**src/tlbc_pkg.sv**
```systemverilog
// Shared types and constants of the TLB translation block with clock replacement.
// Used by every module in src but tlbc_ram; depends on nothing.
package tlbc_pkg;

  localparam int TLB_ENTRIES_DEF = 32;
  localparam int PAGE_COUNT_DEF  = 64;

  localparam int VA_W     = 16;
  localparam int PAGE_W   = 6;
  localparam int OFF_W    = 10;
  localparam int FRAME_W  = 14;
  localparam int PA_W     = 24;
  localparam int LIMIT_W  = 6;
  localparam int STATUS_W = 2;
  localparam int FLAGS_W  = 4;

  localparam logic [LIMIT_W-1:0] LIMIT_RESET = 6'd8;

  // Flag positions inside a page table entry's flag nibble.
  localparam int FLG_VALID = 0;
  localparam int FLG_READ  = 1;
  localparam int FLG_WRITE = 2;
  localparam int FLG_EXEC  = 3;

  localparam logic [STATUS_W-1:0] STAT_OK      = 2'd0;
  localparam logic [STATUS_W-1:0] STAT_INVALID = 2'd1;
  localparam logic [STATUS_W-1:0] STAT_PROT    = 2'd2;

  typedef enum logic [2:0] {
    ST_IDLE,
    ST_LOOKUP,
    ST_DECIDE,
    ST_SWEEP,
    ST_HIT,
    ST_EMIT
  } state_t;

  typedef enum logic [2:0] {
    RES_NONE,
    RES_ZERO,
    RES_INVALID,
    RES_PROT,
    RES_MISS,
    RES_HIT
  } res_kind_t;

  typedef struct packed {
    logic      capture;
    logic      lookup;
    logic      pt_write;
    logic      hit_touch;
    logic      fill_insert;
    logic      hand_norm;
    logic      sweep_step;
    logic      emit;
    res_kind_t res_kind;
  } cmd_t;

  typedef struct packed {
    logic is_write;
    logic any_hit;
    logic fault_invalid;
    logic fault_prot;
    logic lim_zero;
    logic tlb_full;
    logic sweep_found;
    logic out_free;
  } sts_t;

endpackage

```
**src/tlbc_ram.sv**
```systemverilog
// Generic simple dual-port RAM: one write port, one read port, registered read data.
// Standalone; no package needed.
module tlbc_ram #(
  parameter int WIDTH = 8,
  parameter int DEPTH = 16
) (
  input  logic                                   clk,
  input  logic                                   we,
  input  logic [((DEPTH > 1) ? $clog2(DEPTH) : 1)-1:0] waddr,
  input  logic [WIDTH-1:0]                       wdata,
  input  logic                                   re,
  input  logic [((DEPTH > 1) ? $clog2(DEPTH) : 1)-1:0] raddr,
  output logic [WIDTH-1:0]                       rdata
);

  logic [WIDTH-1:0] mem [DEPTH];
  logic [WIDTH-1:0] rdata_r;

  always_ff @(posedge clk) begin
    if (we) begin
      mem[waddr] <= wdata;
    end
    if (re) begin
      rdata_r <= mem[raddr];
    end
  end

  assign rdata = rdata_r;

endmodule

```
**src/tlbc_ctrl.sv**
```systemverilog
// Sequencer of the TLB translation block: walks one word through lookup or page table
// write, decision, clock sweep and result hand-off. Depends on tlbc_pkg.
module tlbc_ctrl (
  input  logic           clk,
  input  logic           rst_n,
  input  logic           in_valid,
  output logic           in_ready,
  input  tlbc_pkg::sts_t sts,
  output tlbc_pkg::cmd_t cmd
);
  import tlbc_pkg::*;

  state_t state_r, state_nxt;

  always_ff @(posedge clk) begin
    if (!rst_n) begin
      state_r <= ST_IDLE;
    end else begin
      state_r <= state_nxt;
    end
  end

  always_comb begin
    state_nxt = state_r;
    unique case (state_r)
      ST_IDLE: begin
        if (in_valid) state_nxt = ST_LOOKUP;
      end
      ST_LOOKUP: begin
        state_nxt = sts.is_write ? ST_EMIT : ST_DECIDE;
      end
      ST_DECIDE: begin
        priority if (sts.any_hit) state_nxt = ST_HIT;
        else if (sts.fault_invalid || sts.fault_prot || sts.lim_zero || !sts.tlb_full)
          state_nxt = ST_EMIT;
        else state_nxt = ST_SWEEP;
      end
      ST_SWEEP: begin
        if (sts.sweep_found) state_nxt = ST_EMIT;
      end
      ST_HIT: begin
        state_nxt = ST_EMIT;
      end
      ST_EMIT: begin
        if (sts.out_free) state_nxt = ST_IDLE;
      end
      default: state_nxt = ST_IDLE;
    endcase
  end

  always_comb begin
    cmd      = '0;
    in_ready = 1'b0;
    unique case (state_r)
      ST_IDLE: begin
        in_ready    = 1'b1;
        cmd.capture = in_valid;
      end
      ST_LOOKUP: begin
        if (sts.is_write) begin
          cmd.pt_write = 1'b1;
          cmd.res_kind = RES_ZERO;
        end else begin
          cmd.lookup = 1'b1;
        end
      end
      ST_DECIDE: begin
        priority if (sts.any_hit) cmd.hit_touch = 1'b1;
        else if (sts.fault_invalid) cmd.res_kind = RES_INVALID;
        else if (sts.fault_prot) cmd.res_kind = RES_PROT;
        else if (sts.lim_zero) cmd.res_kind = RES_MISS;
        else if (!sts.tlb_full) begin
          cmd.fill_insert = 1'b1;
          cmd.res_kind    = RES_MISS;
        end else cmd.hand_norm = 1'b1;
      end
      ST_SWEEP: begin
        cmd.sweep_step = 1'b1;
        if (sts.sweep_found) cmd.res_kind = RES_MISS;
      end
      ST_HIT: begin
        cmd.res_kind = RES_HIT;
      end
      ST_EMIT: begin
        cmd.emit = sts.out_free;
      end
      default: begin
        cmd = '0;
      end
    endcase
  end

endmodule

```
**src/tlbc_datapath.sv**
```systemverilog
// Datapath of the TLB translation block: TLB tags and use bits, page table, clock
// hand, result and output registers. Depends on tlbc_pkg and tlbc_ram.
module tlbc_datapath #(
  parameter int TLB_ENTRIES = tlbc_pkg::TLB_ENTRIES_DEF,
  parameter int PAGE_COUNT  = tlbc_pkg::PAGE_COUNT_DEF
) (
  input  logic                           clk,
  input  logic                           rst_n,
  input  tlbc_pkg::cmd_t                 cmd,
  output tlbc_pkg::sts_t                 sts,
  input  logic                           in_mode,
  input  logic [tlbc_pkg::VA_W-1:0]      in_virtual_address,
  input  logic [tlbc_pkg::PAGE_W-1:0]    in_page_index,
  input  logic [tlbc_pkg::FRAME_W-1:0]   in_entry_frame,
  input  logic                           in_entry_valid,
  input  logic                           in_entry_read,
  input  logic                           in_entry_write,
  input  logic                           in_entry_execute,
  input  logic                           cfg_valid,
  input  logic [tlbc_pkg::LIMIT_W-1:0]   cfg_tlb_limit,
  output logic                           out_valid,
  input  logic                           out_ready,
  output logic [tlbc_pkg::PA_W-1:0]      out_physical_address,
  output logic                           out_tlb_hit,
  output logic [tlbc_pkg::STATUS_W-1:0]  out_status
);
  import tlbc_pkg::*;

  localparam int IDX_W    = (TLB_ENTRIES > 1) ? $clog2(TLB_ENTRIES) : 1;
  localparam int CNT_W    = $clog2(TLB_ENTRIES + 1);
  localparam int LW       = (CNT_W > LIMIT_W) ? CNT_W : LIMIT_W;
  // Only pages reachable through the 6-bit page field need storage.
  localparam int PT_DEPTH = (PAGE_COUNT < (1 << PAGE_W)) ? PAGE_COUNT : (1 << PAGE_W);
  localparam int PT_AW    = $clog2(PT_DEPTH);
  localparam int PT_W     = FRAME_W + FLAGS_W;
  localparam int PW1      = PAGE_W + 1;

  // Captured word.
  logic                 mode_r;
  logic [VA_W-1:0]      va_r;
  logic [PAGE_W-1:0]    pidx_r;
  logic [FRAME_W-1:0]   efr_r;
  logic [FLAGS_W-1:0]   eflg_r;

  logic [LIMIT_W-1:0]   limit_r;
  logic [CNT_W-1:0]     filled_r;
  logic [IDX_W-1:0]     hand_r;
  logic [TLB_ENTRIES-1:0] use_r;
  logic [PAGE_W-1:0]    tlb_page_r [TLB_ENTRIES];
  logic [TLB_ENTRIES-1:0] match_r, match_nxt;
  logic [PT_DEPTH-1:0]  pt_vld_r;
  logic                 ptq_vld_r;

  logic [PA_W-1:0]      res_pa_r;
  logic                 res_hit_r;
  logic [STATUS_W-1:0]  res_status_r;
  logic                 out_valid_r;
  logic [PA_W-1:0]      out_pa_r;
  logic                 out_hit_r;
  logic [STATUS_W-1:0]  out_status_r;

  logic [PAGE_W-1:0]    page;
  logic [OFF_W-1:0]     offset;
  logic [LW-1:0]        lim_ext;
  logic [CNT_W-1:0]     lim;
  logic [CNT_W-1:0]     n_act;
  logic [IDX_W-1:0]     hit_idx;
  logic [CNT_W-1:0]     hand_inc;
  logic [IDX_W-1:0]     hand_adv;
  logic                 hand_out;
  logic                 ins_en;
  logic [IDX_W-1:0]     ins_slot;
  logic                 page_in_range;
  logic                 pidx_in_range;
  logic [PT_AW-1:0]     pt_raddr;
  logic [PT_AW-1:0]     pt_waddr;
  logic [PT_W-1:0]      pt_rdata;
  logic [FRAME_W-1:0]   tf_rdata;
  logic [FRAME_W-1:0]   pt_frame;
  logic [FLAGS_W-1:0]   pt_flags;

  assign page          = va_r[VA_W-1:OFF_W];
  assign offset        = va_r[OFF_W-1:0];
  assign lim_ext       = LW'(limit_r);
  assign lim           = (lim_ext > LW'(TLB_ENTRIES)) ? CNT_W'(TLB_ENTRIES) : CNT_W'(lim_ext);
  assign n_act         = (filled_r < lim) ? filled_r : lim;
  assign page_in_range = {1'b0, page} < PW1'(PT_DEPTH);
  assign pidx_in_range = {1'b0, pidx_r} < PW1'(PT_DEPTH);
  assign pt_raddr      = page[PT_AW-1:0];
  assign pt_waddr      = pidx_r[PT_AW-1:0];
  assign pt_frame      = pt_rdata[FRAME_W-1:0];
  assign pt_flags      = pt_rdata[PT_W-1:FRAME_W];

  assign hand_inc = CNT_W'(hand_r) + CNT_W'(1);
  assign hand_adv = (hand_inc >= lim) ? '0 : hand_inc[IDX_W-1:0];
  assign hand_out = CNT_W'(hand_r) >= lim;

  // A sweep step that finds a clear use bit claims that slot.
  assign ins_en   = cmd.fill_insert | (cmd.sweep_step & ~use_r[hand_r]);
  assign ins_slot = cmd.fill_insert ? filled_r[IDX_W-1:0] : hand_r;

  always_comb begin
    for (int i = 0; i < TLB_ENTRIES; i++) begin
      match_nxt[i] = (tlb_page_r[i] == page) && (CNT_W'(i) < n_act);
    end
  end

  // Lowest matching entry wins, since stale duplicates may sit above the limit.
  always_comb begin
    hit_idx = '0;
    for (int i = TLB_ENTRIES - 1; i >= 0; i--) begin
      if (match_r[i]) hit_idx = IDX_W'(i);
    end
  end

  always_ff @(posedge clk) begin
    if (cmd.capture) begin
      mode_r <= in_mode;
      va_r   <= in_virtual_address;
      pidx_r <= in_page_index;
      efr_r  <= in_entry_frame;
      eflg_r[FLG_VALID] <= in_entry_valid;
      eflg_r[FLG_READ]  <= in_entry_read;
      eflg_r[FLG_WRITE] <= in_entry_write;
      eflg_r[FLG_EXEC]  <= in_entry_execute;
    end
    if (cmd.lookup) begin
      match_r   <= match_nxt;
      ptq_vld_r <= page_in_range ? pt_vld_r[pt_raddr] : 1'b0;
    end
    if (ins_en) begin
      tlb_page_r[ins_slot] <= page;
    end
  end

  always_ff @(posedge clk) begin
    if (!rst_n) begin
      limit_r  <= LIMIT_RESET;
      filled_r <= '0;
      hand_r   <= '0;
      use_r    <= '0;
      pt_vld_r <= '0;
    end else begin
      if (cfg_valid) limit_r <= cfg_tlb_limit;
      if (cmd.fill_insert) filled_r <= filled_r + CNT_W'(1);
      if (cmd.hand_norm && hand_out) hand_r <= '0;
      else if (cmd.sweep_step) hand_r <= hand_adv;
      if (cmd.hit_touch) use_r[hit_idx] <= 1'b1;
      if (ins_en) use_r[ins_slot] <= 1'b1;
      else if (cmd.sweep_step) use_r[hand_r] <= 1'b0;
      if (cmd.pt_write && pidx_in_range) pt_vld_r[pt_waddr] <= 1'b1;
    end
  end

  tlbc_ram #(
    .WIDTH(PT_W),
    .DEPTH(PT_DEPTH)
  ) u_page_table (
    .clk  (clk),
    .we   (cmd.pt_write & pidx_in_range),
    .waddr(pt_waddr),
    .wdata({eflg_r, efr_r}),
    .re   (cmd.lookup),
    .raddr(pt_raddr),
    .rdata(pt_rdata)
  );

  tlbc_ram #(
    .WIDTH(FRAME_W),
    .DEPTH(TLB_ENTRIES)
  ) u_tlb_frame (
    .clk  (clk),
    .we   (ins_en),
    .waddr(ins_slot),
    .wdata(pt_frame),
    .re   (cmd.hit_touch),
    .raddr(hit_idx),
    .rdata(tf_rdata)
  );

  always_ff @(posedge clk) begin
    unique case (cmd.res_kind)
      RES_NONE: begin
      end
      RES_ZERO: begin
        res_pa_r     <= '0;
        res_hit_r    <= 1'b0;
        res_status_r <= STAT_OK;
      end
      RES_INVALID: begin
        res_pa_r     <= '0;
        res_hit_r    <= 1'b0;
        res_status_r <= STAT_INVALID;
      end
      RES_PROT: begin
        res_pa_r     <= '0;
        res_hit_r    <= 1'b0;
        res_status_r <= STAT_PROT;
      end
      RES_MISS: begin
        res_pa_r     <= {pt_frame, offset};
        res_hit_r    <= 1'b0;
        res_status_r <= STAT_OK;
      end
      RES_HIT: begin
        res_pa_r     <= {tf_rdata, offset};
        res_hit_r    <= 1'b1;
        res_status_r <= STAT_OK;
      end
      default: begin
      end
    endcase
  end

  always_ff @(posedge clk) begin
    if (!rst_n) begin
      out_valid_r <= 1'b0;
    end else if (cmd.emit) begin
      out_valid_r <= 1'b1;
    end else if (out_ready) begin
      out_valid_r <= 1'b0;
    end
  end

  always_ff @(posedge clk) begin
    if (cmd.emit) begin
      out_pa_r     <= res_pa_r;
      out_hit_r    <= res_hit_r;
      out_status_r <= res_status_r;
    end
  end

  assign sts.is_write      = mode_r;
  assign sts.any_hit       = |match_r;
  assign sts.fault_invalid = ~ptq_vld_r | ~pt_flags[FLG_VALID];
  assign sts.fault_prot    = ~(pt_flags[FLG_READ] | pt_flags[FLG_WRITE]);
  assign sts.lim_zero      = (lim == '0);
  assign sts.tlb_full      = (filled_r >= lim);
  assign sts.sweep_found   = ~use_r[hand_r];
  assign sts.out_free      = ~out_valid_r | out_ready;

  assign out_valid            = out_valid_r;
  assign out_physical_address = out_pa_r;
  assign out_tlb_hit          = out_hit_r;
  assign out_status           = out_status_r;

endmodule

```
**src/tlb_clock_replacement_translate_top.sv**
```systemverilog
// Address translation with a fully associative TLB and clock replacement.
// Input words either translate a 16-bit virtual address (page 15..10, offset 9..0)
// or load one page table entry; every input word yields exactly one output word.
// Output: physical_address = frame:offset, tlb_hit, status (0 ok, 1 invalid page,
// 2 protection fault). Faults and page table loads return a zero address.
// The cfg channel writes tlb_limit (entries in use, 0 bypasses the TLB); it is
// always ready and should only be written while no word is in flight.
// One word is worked on at a time. A page table load is written and handed off;
// a miss that faults or fills a free slot passes the decision first; a TLB hit
// also reads the frame RAM; a miss into a full TLB also runs the clock sweep,
// clearing use bits one entry per cycle. out_valid and in_ready rise together.
// Hits pay for the registered match vector and the registered frame RAM read.
// The result sits in an output register, so a new word is accepted while the
// previous result waits; if out_ready stays low, the following result is held
// inside and in_ready drops until the output register frees up.
// Reset (rst_n low at a clock edge) empties the TLB, clears all use bits, the clock
// hand and the page table valid bits, and sets tlb_limit to 8.
// Depends on tlbc_pkg, tlbc_ctrl, tlbc_datapath and tlbc_ram.
module tlb_clock_replacement_translate_top #(
  parameter int TLB_ENTRIES = tlbc_pkg::TLB_ENTRIES_DEF,
  parameter int PAGE_COUNT  = tlbc_pkg::PAGE_COUNT_DEF
) (
  input  logic                           clk,
  input  logic                           rst_n,
  input  logic                           in_valid,
  output logic                           in_ready,
  input  logic                           in_mode,
  input  logic [tlbc_pkg::VA_W-1:0]      in_virtual_address,
  input  logic [tlbc_pkg::PAGE_W-1:0]    in_page_index,
  input  logic [tlbc_pkg::FRAME_W-1:0]   in_entry_frame,
  input  logic                           in_entry_valid,
  input  logic                           in_entry_read,
  input  logic                           in_entry_write,
  input  logic                           in_entry_execute,
  output logic                           out_valid,
  input  logic                           out_ready,
  output logic [tlbc_pkg::PA_W-1:0]      out_physical_address,
  output logic                           out_tlb_hit,
  output logic [tlbc_pkg::STATUS_W-1:0]  out_status,
  input  logic                           cfg_valid,
  output logic                           cfg_ready,
  input  logic [tlbc_pkg::LIMIT_W-1:0]   cfg_tlb_limit
);
  import tlbc_pkg::*;

  cmd_t cmd;
  sts_t sts;

  assign cfg_ready = 1'b1;

  tlbc_ctrl u_ctrl (
    .clk     (clk),
    .rst_n   (rst_n),
    .in_valid(in_valid),
    .in_ready(in_ready),
    .sts     (sts),
    .cmd     (cmd)
  );

  tlbc_datapath #(
    .TLB_ENTRIES(TLB_ENTRIES),
    .PAGE_COUNT (PAGE_COUNT)
  ) u_datapath (
    .clk                 (clk),
    .rst_n               (rst_n),
    .cmd                 (cmd),
    .sts                 (sts),
    .in_mode             (in_mode),
    .in_virtual_address  (in_virtual_address),
    .in_page_index       (in_page_index),
    .in_entry_frame      (in_entry_frame),
    .in_entry_valid      (in_entry_valid),
    .in_entry_read       (in_entry_read),
    .in_entry_write      (in_entry_write),
    .in_entry_execute    (in_entry_execute),
    .cfg_valid           (cfg_valid & cfg_ready),
    .cfg_tlb_limit       (cfg_tlb_limit),
    .out_valid           (out_valid),
    .out_ready           (out_ready),
    .out_physical_address(out_physical_address),
    .out_tlb_hit         (out_tlb_hit),
    .out_status          (out_status)
  );

endmodule
```
**config.mk**
```make
export PLATFORM = sky130hd
export DESIGN_NAME = tlb_clock_replacement_translate_top
export DESIGN_NICKNAME = d
export VERILOG_FILES = /design/src/tlbc_pkg.sv /design/src/tlbc_ram.sv /design/src/tlbc_ctrl.sv /design/src/tlbc_datapath.sv /design/src/tlb_clock_replacement_translate_top.sv
export SDC_FILE = /design/constraint.sdc
export NUM_CORES = 2
export LEC_CHECK = 0
export BUFFER_PORTS_ARGS = -buffer_cell sky130_fd_sc_hd__buf_4
export CAP_MARGIN = 20
export CORE_MARGIN = 3
export CORE_UTILIZATION = 63
export DETAILED_ROUTE_END_ITERATION = 8
export PLACE_DENSITY = 0.75
export SLEW_MARGIN = 20
export SYNTH_ARGS = -nofsm -noshare
export SYNTH_HDL_FRONTEND = slang
export SYNTH_SLANG_ARGS = --single-unit
```
**constraint.sdc**
```tcl
create_clock -name clk -period 4.3 [get_ports clk]
set_input_delay 0.43 -clock clk [delete_from_list [all_inputs] [get_ports clk]]
set_output_delay 0.43 -clock clk [all_outputs]
set_load 0.02 [all_outputs]
```
==> impl_metrics.yaml <==
timing:
  slew_viol_final: 0
  timing.final.crit_share: 0.894
  setup_slack_ns: 0.457
  tns_ns: 0
  finalHoldViolCount: 0
  tightest_slew_ns: 1.13
  clock_skew_ns: 0.0312
  setup_viol: 0
  fmax_mhz: 260
  rsz0062_at_grt: "false"
  whs_ns: 0.0400
  slew_headroom: 0.244
  fin_crit_ns: 3.84
placed_design:
  portBuffers: 79
  gp_congestion: 0.923
  hpwl_um: 105000
  pre_cts_ws_ns: 0.658
min_path:
  hold_path_depth: 3
  hold_class: "in2reg"
cells_and_area:
  drive_above_1_share: 0.229
  n_fill_cell: 7118
  multi_input_area_um2: 18700
  num-nets-final: 4651
  syn_to_final_growth_pct: 13.6
  register_area_um2: 59000
routing:
  vias_per_cell: 6.56
  wl_per_cell_um: 29.6
  drt_pass1_iterations: 6
  wl_um: 188000
  drtAntennaViolNets: 0
  drc: 0
  drt_iter0_markers: 4706
  vias: 41700
global_route:
  grt_pass1_vias: 42200
  grt_usage: 0.299
  grt_pass1_wl_um: 278000
  antenna_found_initial: 7
  grt_max_degree: 111
  gr-total-overflow: 0
synth:
  postSynthCellCount: 4262
  ys_seq_area_frac: 0.753
  yosysWarnings: 0
  syn-num-nets: 4337
  avgSynthCellArea_um2: 18.4
  synth_cell_types: 78
  synth_enable_flop_cells: 1886
  netlist_area_um2: 78400
  synth_flop_cell: "edfxtp_1"
  synth_seq_cells: 2003
  async_reset_ff_frac: 0
die:
  ios: 82
  die_w_um: 359
  start_util: 0.639
  row_count: 128
  die_h_um: 359
  dieArea_um2: 129000
  core_um2: 123000
clock_network:
  cts.path.max_buffers: 3
  cts_resized: 0
  clk_latency_ns: 0.81
  numCtsBuffers: 187
  cts.sinks: 2003
  clkSlewWorstSetupHoldPaths_ns: 0.06
  cts.htree.levels: 4
  cts_tree: "done"
  root_buffer: "clkbuf_16"
job:
  maxCapViolCount: 0
pwr:
  irDropWorstVdd_mv: 0.510
  power.total_mw: 41.6
  pwr_density_cell_nw_per_um2: 468
  p_leak_nw: 28.7
status:
  status: "completed"
critical_path:
  cp_max_fo: 11
  worst_ep_required_time_ns: 4.86
  critPathKind: "reg2reg"
  arrival_ns: 4.40
  cp-start-kind: "flip-flop"
  cp-end-kind: "flip-flop"
  r2r_cells: 11
==> flip-flops by register name (all words and copies together), names as in the netlist, 2 cells and up <==
| signal | cells |
|---|---|
| u_ctrl.state_r | 3 |
| u_datapath.eflg_r | 3 |
| u_datapath.efr_r | 14 |
| u_datapath.filled_r | 6 |
| u_datapath.hand_r | 5 |
| u_datapath.lim_ext | 6 |
| u_datapath.match_r | 32 |
| u_datapath.out_physical_address | 24 |
| u_datapath.out_status | 2 |
| u_datapath.pidx_r | 6 |
| u_datapath.pt_vld_r | 64 |
| u_datapath.res_pa_r | 24 |
| u_datapath.res_status_r | 2 |
| u_datapath.tlb_page_r | 192 |
| u_datapath.u_page_table.mem | 1088 |
| u_datapath.u_page_table.rdata | 17 |
| u_datapath.u_tlb_frame.mem | 448 |
| u_datapath.u_tlb_frame.rdata | 14 |
| u_datapath.use_r | 32 |
| u_datapath.va_r | 16 |
==> worst max-delay path, stage by stage, from the launching register on <==
cell and delay, ns:
dfxtp_1 0.41, nor2b_1 0.28, inv_1 0.14, ha_1 0.29, nand4_1 0.11, o21bai_1 0.21, o211ai_1 0.16, buf_4 0.24
mux2_2 0.40, nor3_1 0.84, a2111oi_0 0.32, buf_4 0.21
==> routing by layer <==
| layer | up-vias | routed length [um] | GRT usage |
|---|---|---|---|
| li1 | 17600 | - | - |
| met2 | 2213 | 94600 | 0.496 |
| met4 | 4 | 8190 | 0.122 |
| met5 | - | 23 | 0 |
| met1 | 21500 | 68500 | 0.395 |
| met3 | 451 | 17000 | 0.0601 |
==> cell usage after synthesis, types with 4 or more instances <==
cell       number  area [um^2]
a2111oi_0      15          131
a211oi_1        5         37.5
a21boi_0        5         37.5
a21oi_1        53          265
a221oi_1        5         43.8
a22o_1         14          123
a22oi_1        11         82.6
a31oi_1        93          582
a32oi_1         6         52.6
and2_1         20          125
and3_1         10         62.6
buf_1          39          146
buf_2          22          110
clkbuf_1      161          604
dfxtp_1       117         2340
edfxtp_1     1886        56600
ha_1           23          288
inv_1          20         75.1
mux2i_1        32          320
mux4_2        388         8740
nand2_1       435         1630
nand2b_1       14         87.6
nand3_1       168          841
nand3b_1        5         37.5
nand4_1        85          532
nor2_1        154          578
nor2_2          6         37.5
nor2b_1        26          163
nor3_1         13         65.1
nor3b_1         4         30.0
nor4_1         34          213
o211ai_1        8         60.1
o21a_1        100          751
o21ai_0        11         55.1
o21bai_1        4         30.0
o41ai_1         4         35.0
or2_2           4         25.0
or4_1           6         45.0
xnor2_1       107          937
xor2_1         88          771
==> cell type report <==
| cell class | instances | area share |
|---|---|---|
| Sequential cell | 2003 | 0.663 |
| Multi-Input combinational cell | 2013 | 0.210 |
| Clock buffer | 247 | 0.0564 |
| Timing Repair Buffer | 351 | 0.0362 |
| Tap cell | 1625 | 0.0228 |
| Clock inverter | 97 | 0.0105 |
| Inverter | 20 | 0.000844 |
| Antenna cell | 3 | 0.0000844 |
==> path summary, 6_finish.rpt <==
check | start | to | slack (ns)
max reg2reg | u_datapath.lim_ext[5] | u_datapath.match_r[1] | 0.46
max | u_datapath.lim_ext[5] | u_datapath.match_r[1] | 0.46
min | out_ready | u_datapath.out_valid | 0.04
min reg2reg | u_datapath.res_pa_r[7] | u_datapath.out_physical_address[7] | 0.42
==> power breakdown <==
part,switching [mW],internal [mW]
Combinational,2.13,1.32
Clock,7.02,9.07
Sequential,0.214,21.9
Total,9.36,32.3
==> placed cells by master, fill, tap and decap left out, drive strengths merged, types with 32 or more instances in the layout <==
master / count
a21oi: 55
a31oi: 96
buf: 299
clkbuf: 247
clkinv: 71
dfxtp: 117
dlygate4sd3: 52
edfxtp: 1886
mux2i: 32
mux4: 388
nand2: 436
nand3: 168
nand4: 86
nor2: 160
nor4: 38
o21a: 100
xnor2: 107
xor2: 88
==> repair_timing <==
action / CTS / global route
hold endpoints to repair: 46 / 0
buffers inserted: 0 / 0
hold buffers: 52 / 0
==> cells by family (layout without fill, tap and decap cells) <==
| logic type | Yosys count | in the layout | synth area share |
|---|---|---|---|
| AO/OA/AOI/OAI | 364 | 364 | 0.0335 |
| XOR/XNOR | 195 | 195 | 0.0218 |
| adder cells (fa/ha/maj) | 23 | 23 | 0.00367 |
| buffers and inverters | 246 | 715 | 0.0124 |
| flip-flops | 2003 | 2003 | 0.753 |
| multiplexers | 423 | 423 | 0.116 |
| other | 1 | 4 | 0.0000478 |
| AND/OR/NAND/NOR | 1007 | 1007 | 0.0601 |
==> per-stage QoR <==
stage	cells	area, um^2	utilization
2_1_floorplan	4262	78400	-
3_3_place_gp	5954	82400	0.672
3_5_place_dp	5954	82400	0.672
4_1_cts	6350	88900	0.725
5_1_grt	6356	89000	0.725
6_report	6359	89000	0.725
Note: power is estimated with default switching activity, not from simulation.
